--- config.mk ---
export PLATFORM = sky130hd
export DESIGN_NAME = srnd_row_buf
export DESIGN_NICKNAME = d
export VERILOG_FILES = /design/src/hw/rtl/srnd_pkg.sv /design/src/hw/rtl/srnd_row_buf.sv
export SDC_FILE = /design/constraint.sdc
export NUM_CORES = 2
export LEC_CHECK = 0
export ABC_AREA = 0
export BUFFER_PORTS_ARGS = -buffer_cell sky130_fd_sc_hd__buf_2
export CAP_MARGIN = 20
export CORE_MARGIN = 3
export CORE_UTILIZATION = 28
export CTS_BUF_LIST = sky130_fd_sc_hd__clkbuf_2
export CTS_CLUSTER_DIAMETER = 30
export DETAILED_ROUTE_END_ITERATION = 10
export GPL_TIMING_DRIVEN = 0
export PLACE_DENSITY = 0.42
export SYNTH_ARGS = -nofsm -noshare
export SYNTH_HDL_FRONTEND = slang
export SYNTH_SLANG_ARGS = --single-unit
--- constraint.sdc ---
create_clock -name clk -period 5.6 [get_ports clk]
set_input_delay 0.28 -clock clk [delete_from_list [all_inputs] [get_ports clk]]
set_output_delay 0.28 -clock clk [all_outputs]
set_load 0.02 [all_outputs]
--- src/hw/rtl/srnd_pkg.sv ---
// types and constants shared by the sparse row drop filter
package srnd_pkg;

	localparam int VALUE_W = 32;
	localparam int INDEX_W = 20;
	localparam int KCNT_W  = 7;
	localparam int THR_W   = 7;
	localparam int TOL_W   = 16;

	localparam int CFG_ADDR_W = 1;
	localparam int CFG_DATA_W = 16;

	localparam logic [CFG_ADDR_W-1:0] CFG_COLOR_THRESHOLD = 1'd0;
	localparam logic [CFG_ADDR_W-1:0] CFG_DROP_TOL        = 1'd1;

	localparam logic [THR_W-1:0] COLOR_THRESHOLD_RST = 7'd5;
	localparam logic [TOL_W-1:0] DROP_TOL_RST        = 16'd1311;

	typedef struct packed {
		logic signed [VALUE_W-1:0] entry_value;
		logic [INDEX_W-1:0]        col_index;
		logic [INDEX_W-1:0]        row_index;
		logic                      has_entry;
		logic                      row_last;
	} in_item_t;

	typedef struct packed {
		logic signed [VALUE_W-1:0] kept_value;
		logic [INDEX_W-1:0]        kept_col;
		logic [INDEX_W-1:0]        kept_row;
		logic                      entry_valid;
		logic                      row_end;
		logic [KCNT_W-1:0]         row_kept_count;
	} out_item_t;

	typedef struct packed {
		logic [VALUE_W-1:0] value;
		logic [INDEX_W-1:0] col;
	} buf_entry_t;

endpackage

--- src/hw/rtl/srnd_row_buf.sv ---
// row buffer: one write port, one registered read port
module srnd_row_buf
	import srnd_pkg::*;
#(
	parameter int DEPTH = 64
) (
	input  logic                     clk,
	input  logic                     wr_en,
	input  logic [$clog2(DEPTH)-1:0] wr_addr,
	input  buf_entry_t               wr_data,
	input  logic                     rd_en,
	input  logic [$clog2(DEPTH)-1:0] rd_addr,
	output buf_entry_t               rd_data
);

	buf_entry_t mem [DEPTH];

	always_ff @(posedge clk) begin
		if (wr_en) begin
			mem[wr_addr] <= wr_data;
		end
	end

	always_ff @(posedge clk) begin
		if (rd_en) begin
			rd_data <= mem[rd_addr];
		end
	end

endmodule

# --- Yosys cells after proc, flatten, opt, wreduce, memory -nomap -nowiden ---
# Memory sizes are Yosys's and may differ from the RTL's. A register that Yosys moved wholly into a read port is not among the register bits.
# Cells that the tools add are included.
totals:
  elab_cells: 3
  n_memories: 1
  ram_bits: 3328
  romBits: 0
  in_bits: 67
  output_inout_bits: 52
  ff_bits: 0
  latch_bits: 0
memory_table:
  columns: ["name", "depth", "width", "read_ports", "rd_clocked_by_memory_dff", "write_ports", "line_no", "source"]
  rows:
  - ["mem", 64, 52, 1, 1, 1, "srnd_row_buf.sv:16", "buf_entry_t mem [DEPTH];"]
op_classes:
  n_reduce_logical: 0
  multipliers: 0
  addsub: 0
  eq_ne: 0
  bitwise: 0
  shifts: 0
  n_div: 0
  n_mux: 2
  n_lt_le_gt_ge: 0
op_table:
  columns: ["op", "count"]
  rows:
  - ["1-bit 2-to-1 mux", 2]

# --- Depth between registers and ports, before layout ---
depth:
  ltp_word: 2
  depth_mapped: 9
  mapped_depth_nobuf: 5

# --- Worst setup path after synthesis ---
# No wires, ideal clock.
synth_path:
  path_kind: "in2reg"
  from: "in wr_addr[3]"
  to: "mem mem[48][0] (netlist bit) (enable)"
  slack_ns: 0.754
  setup_ns: 0.526
  arrival_ns: 4.321
  required_ns: 5.074
  cell_stages: 4
  n_path_buf: 1
  cell_sequence: "clkbuf_1 nor2b_1 nand4b_1 nor3_1"
synth_lines:
  columns: ["item", "line_no", "source"]
  rows:
  - ["from (decl)", "srnd_row_buf.sv:9", "input logic [$clog2(DEPTH)-1:0] wr_addr,"]
  - ["to (decl)", "srnd_row_buf.sv:16", null]
# Straight into the memory's write port.

# --- Final worst setup path ---
layout_path:
  from: "in wr_addr[5]"
  to: "mem mem[48][34] (netlist bit) (enable)"
# Straight into the memory's write port.

==> reports/metrics.csv <==
metric,value,unit
clock_path_buffers,4,
grt_pass1_wl,608800,um
slew_headroom,0.2015,
groute.usage.overall,0.1934,
clock_sinks,3380,
clock_latency,2.30,ns
cts_tree,yes,
leakage,0.04885,uW
hold_viol,0,
final_common_cell,edfxtp_1,
fin_nets,7035,
portBuffers,110,
p_total,48920,uW
initial_utilization,0.2813,
synth_edf_count,3380,
postSynth.asyncResetShare,0,
grt_max_degree,65,
fin_util,0.3371,
die_h,680.7,um
grt_overflow,0,
cts_resized,0,
synth_top_cell_area_share,0.7964,
crit_fanout,7,
syn_avg_cell_area,23.56,um2
timing.setup.tns,0,ns
fmax,237.4,MHz
synthTopCellsByArea,"edfxtp_1, mux4_2, mux2i_1, o22ai_1, o221ai_1",
startpoint_type,primary input,
finClkSkew,0.2624,ns
end_kind,register,
gp_congestion,0.7786,
num_vias,67987,
finalSetupViolCount,0,
numCtsBuffers,883,
yosysTopAreaCell,edfxtp_1,
finalInstanceArea,152700,um2
layout_min_cycle_time,4.213,ns
drv_cap,0,
finalWirelength,456400,um
power_density,320.3,nW/um2
post-route-period-util,0.7523,
rsz0062_at_grt,no,
synth.distinct_cells,39,
min_path_type,primary input to register,
first_global_vias,69904,
num_rows,247,
vdd_drop_max,0.2029,mV
status,finished clean,
dpl.hpwl,312900,um
die_w,680.7,um
cp.arrival,6.02,ns
drt_iter0_drc,7731,
htree_levels,6,
crit_type,primary input to register,
drc_errors,0,
drive_gt1_frac,0.3851,
synth_flop_cell,edfxtp_1,
cts-root-buf,clkbuf_2,
area_growth,19.85,%
synth_seq_cells,3380,
yosys_warnings,0,
antenna_found_initial,62,
syn_inst,5410,
wl_per_cell,33.59,um
slew_viol_final,0,
dieArea,463300,um2
cp.required,7.40,ns
seq_area_frac_synth,0.7964,
ant_nets,0,
cts_setup_buffers,0,
ioPinCount,119,
routed_via_density,5.003,
synth_nets,5477,
mostFrequentLayoutCells,"edfxtp_1, clkbuf_2, mux4_2, dlygate4sd3_1, buf_12",
postPlaceCellArea,141400,um2
firstDrtPassIters,5,
worst_pin_slew,1.198,ns
clkTransAtPathRegs,0.10,ns
core,453100,um2
mappedNetlistArea,127400,um2
-- per-stage QoR --
step | cells | hold WS [ns] | setup slack [ns]
floorplan | 5410 | 0.3789 | 0.7539
global placement | 11496 | 0.7296 | -6.064
detailed placement | 11776 | 0.6646 | 0.5201
CTS | 13564 | 0.002660 | 1.815
global route | 13576 | 0.1654 | 1.588
finish | 13590 | 0.3622 | 1.387
-- cell families after synthesis --
logic type      share of synthesized area
compound gates                    0.02701
buf+inv                           0.01225
flops                              0.7964
mux                                0.1540
simple gates                      0.01032
-- metal layers --
metal | global-route usage | part of all wire | vias up
met5 | 0 | 0.00027 | -
met4 | 0.06691 | 0.034 | 18
met3 | 0.03753 | 0.069 | 782
met2 | 0.3129 | 0.48 | 3036
met1 | 0.2603 | 0.42 | 36946
li1 | - | - | 27205
-- report_power, final --
part,leakage [uW],total (uW),switching (uW),internal (uW)
Combinational,0.0123,3470,2280,1190
Sequential,0.0304,28100,45.4,28000
Clock,0.00606,17400,10400,7010
Total,0.0488,48900,12700,36200
-- layout make-up --
type / instances / area, um2
Antenna cell: 22 / 55.05
Buffer: 307 / 1574
Sequential cell: 3380 / 101500
Fill cell: 43231 / 300300
Timing Repair Buffer: 673 / 9109
Clock inverter: 232 / 1563
Tap cell: 5976 / 7477
Clock buffer: 1277 / 6391
Multi-Input combinational cell: 1723 / 25080
-- synth_stat cells (all sizes together), types with 6 or more instances --
cell type	instances
o22ai	181
a211oi	13
o21a	9
buf	182
mux2	44
mux4	794
nand2	31
and3	12
mux2i	125
nand2b	15
nor2b	25
nand3	17
a21oi	74
a22o	18
a22oi	38
o221ai	64
nor4	40
nor2	98
clkbuf	125
a221oi	41
o21ai	25
or2	6
o22a	31
edfxtp	3380
-- worst paths after layout --
| kind | cells past startpoint | slack [ns] | to | startpoint |
|---|---|---|---|---|
| setup / recovery | 14 | 1.39 | mem[48][34] | wr_addr[5] |
| hold / removal | 5 | 0.36 | mem[5][49] | wr_addr[3] |
| setup reg to reg | 7 | 2.27 | rd_data[4] | mem[43][4] |
| hold reg to reg | 4 | 0.98 | rd_data[3] | mem[50][3] |
-- registers in the layout (all words and copies together), names as in the netlist --
register and count:
mem 3328, rd_data 52
-- worst max-delay path, cell delays in order --
cell           delay (ns)
dlygate4sd3_1        0.63
dlygate4sd3_1        0.81
clkbuf_1             0.23
dlygate4sd3_1        0.77
nand4b_1             0.15
dlygate4sd3_1        0.59
dlygate4sd3_1        0.64
nor3_2               0.22
dlygate4sd3_1        0.76
buf_4                0.22
buf_6                0.17
buf_6                0.17
buf_6                0.17
buf_6                0.17
-- repair_timing --
action	4_1_cts	5_1_grt
setup endpoints to repair	0	0
endpoints found under the hold margin	6760	0
hold buffers	279	0
No activity file was read; power rests on OpenSTA's default activity.
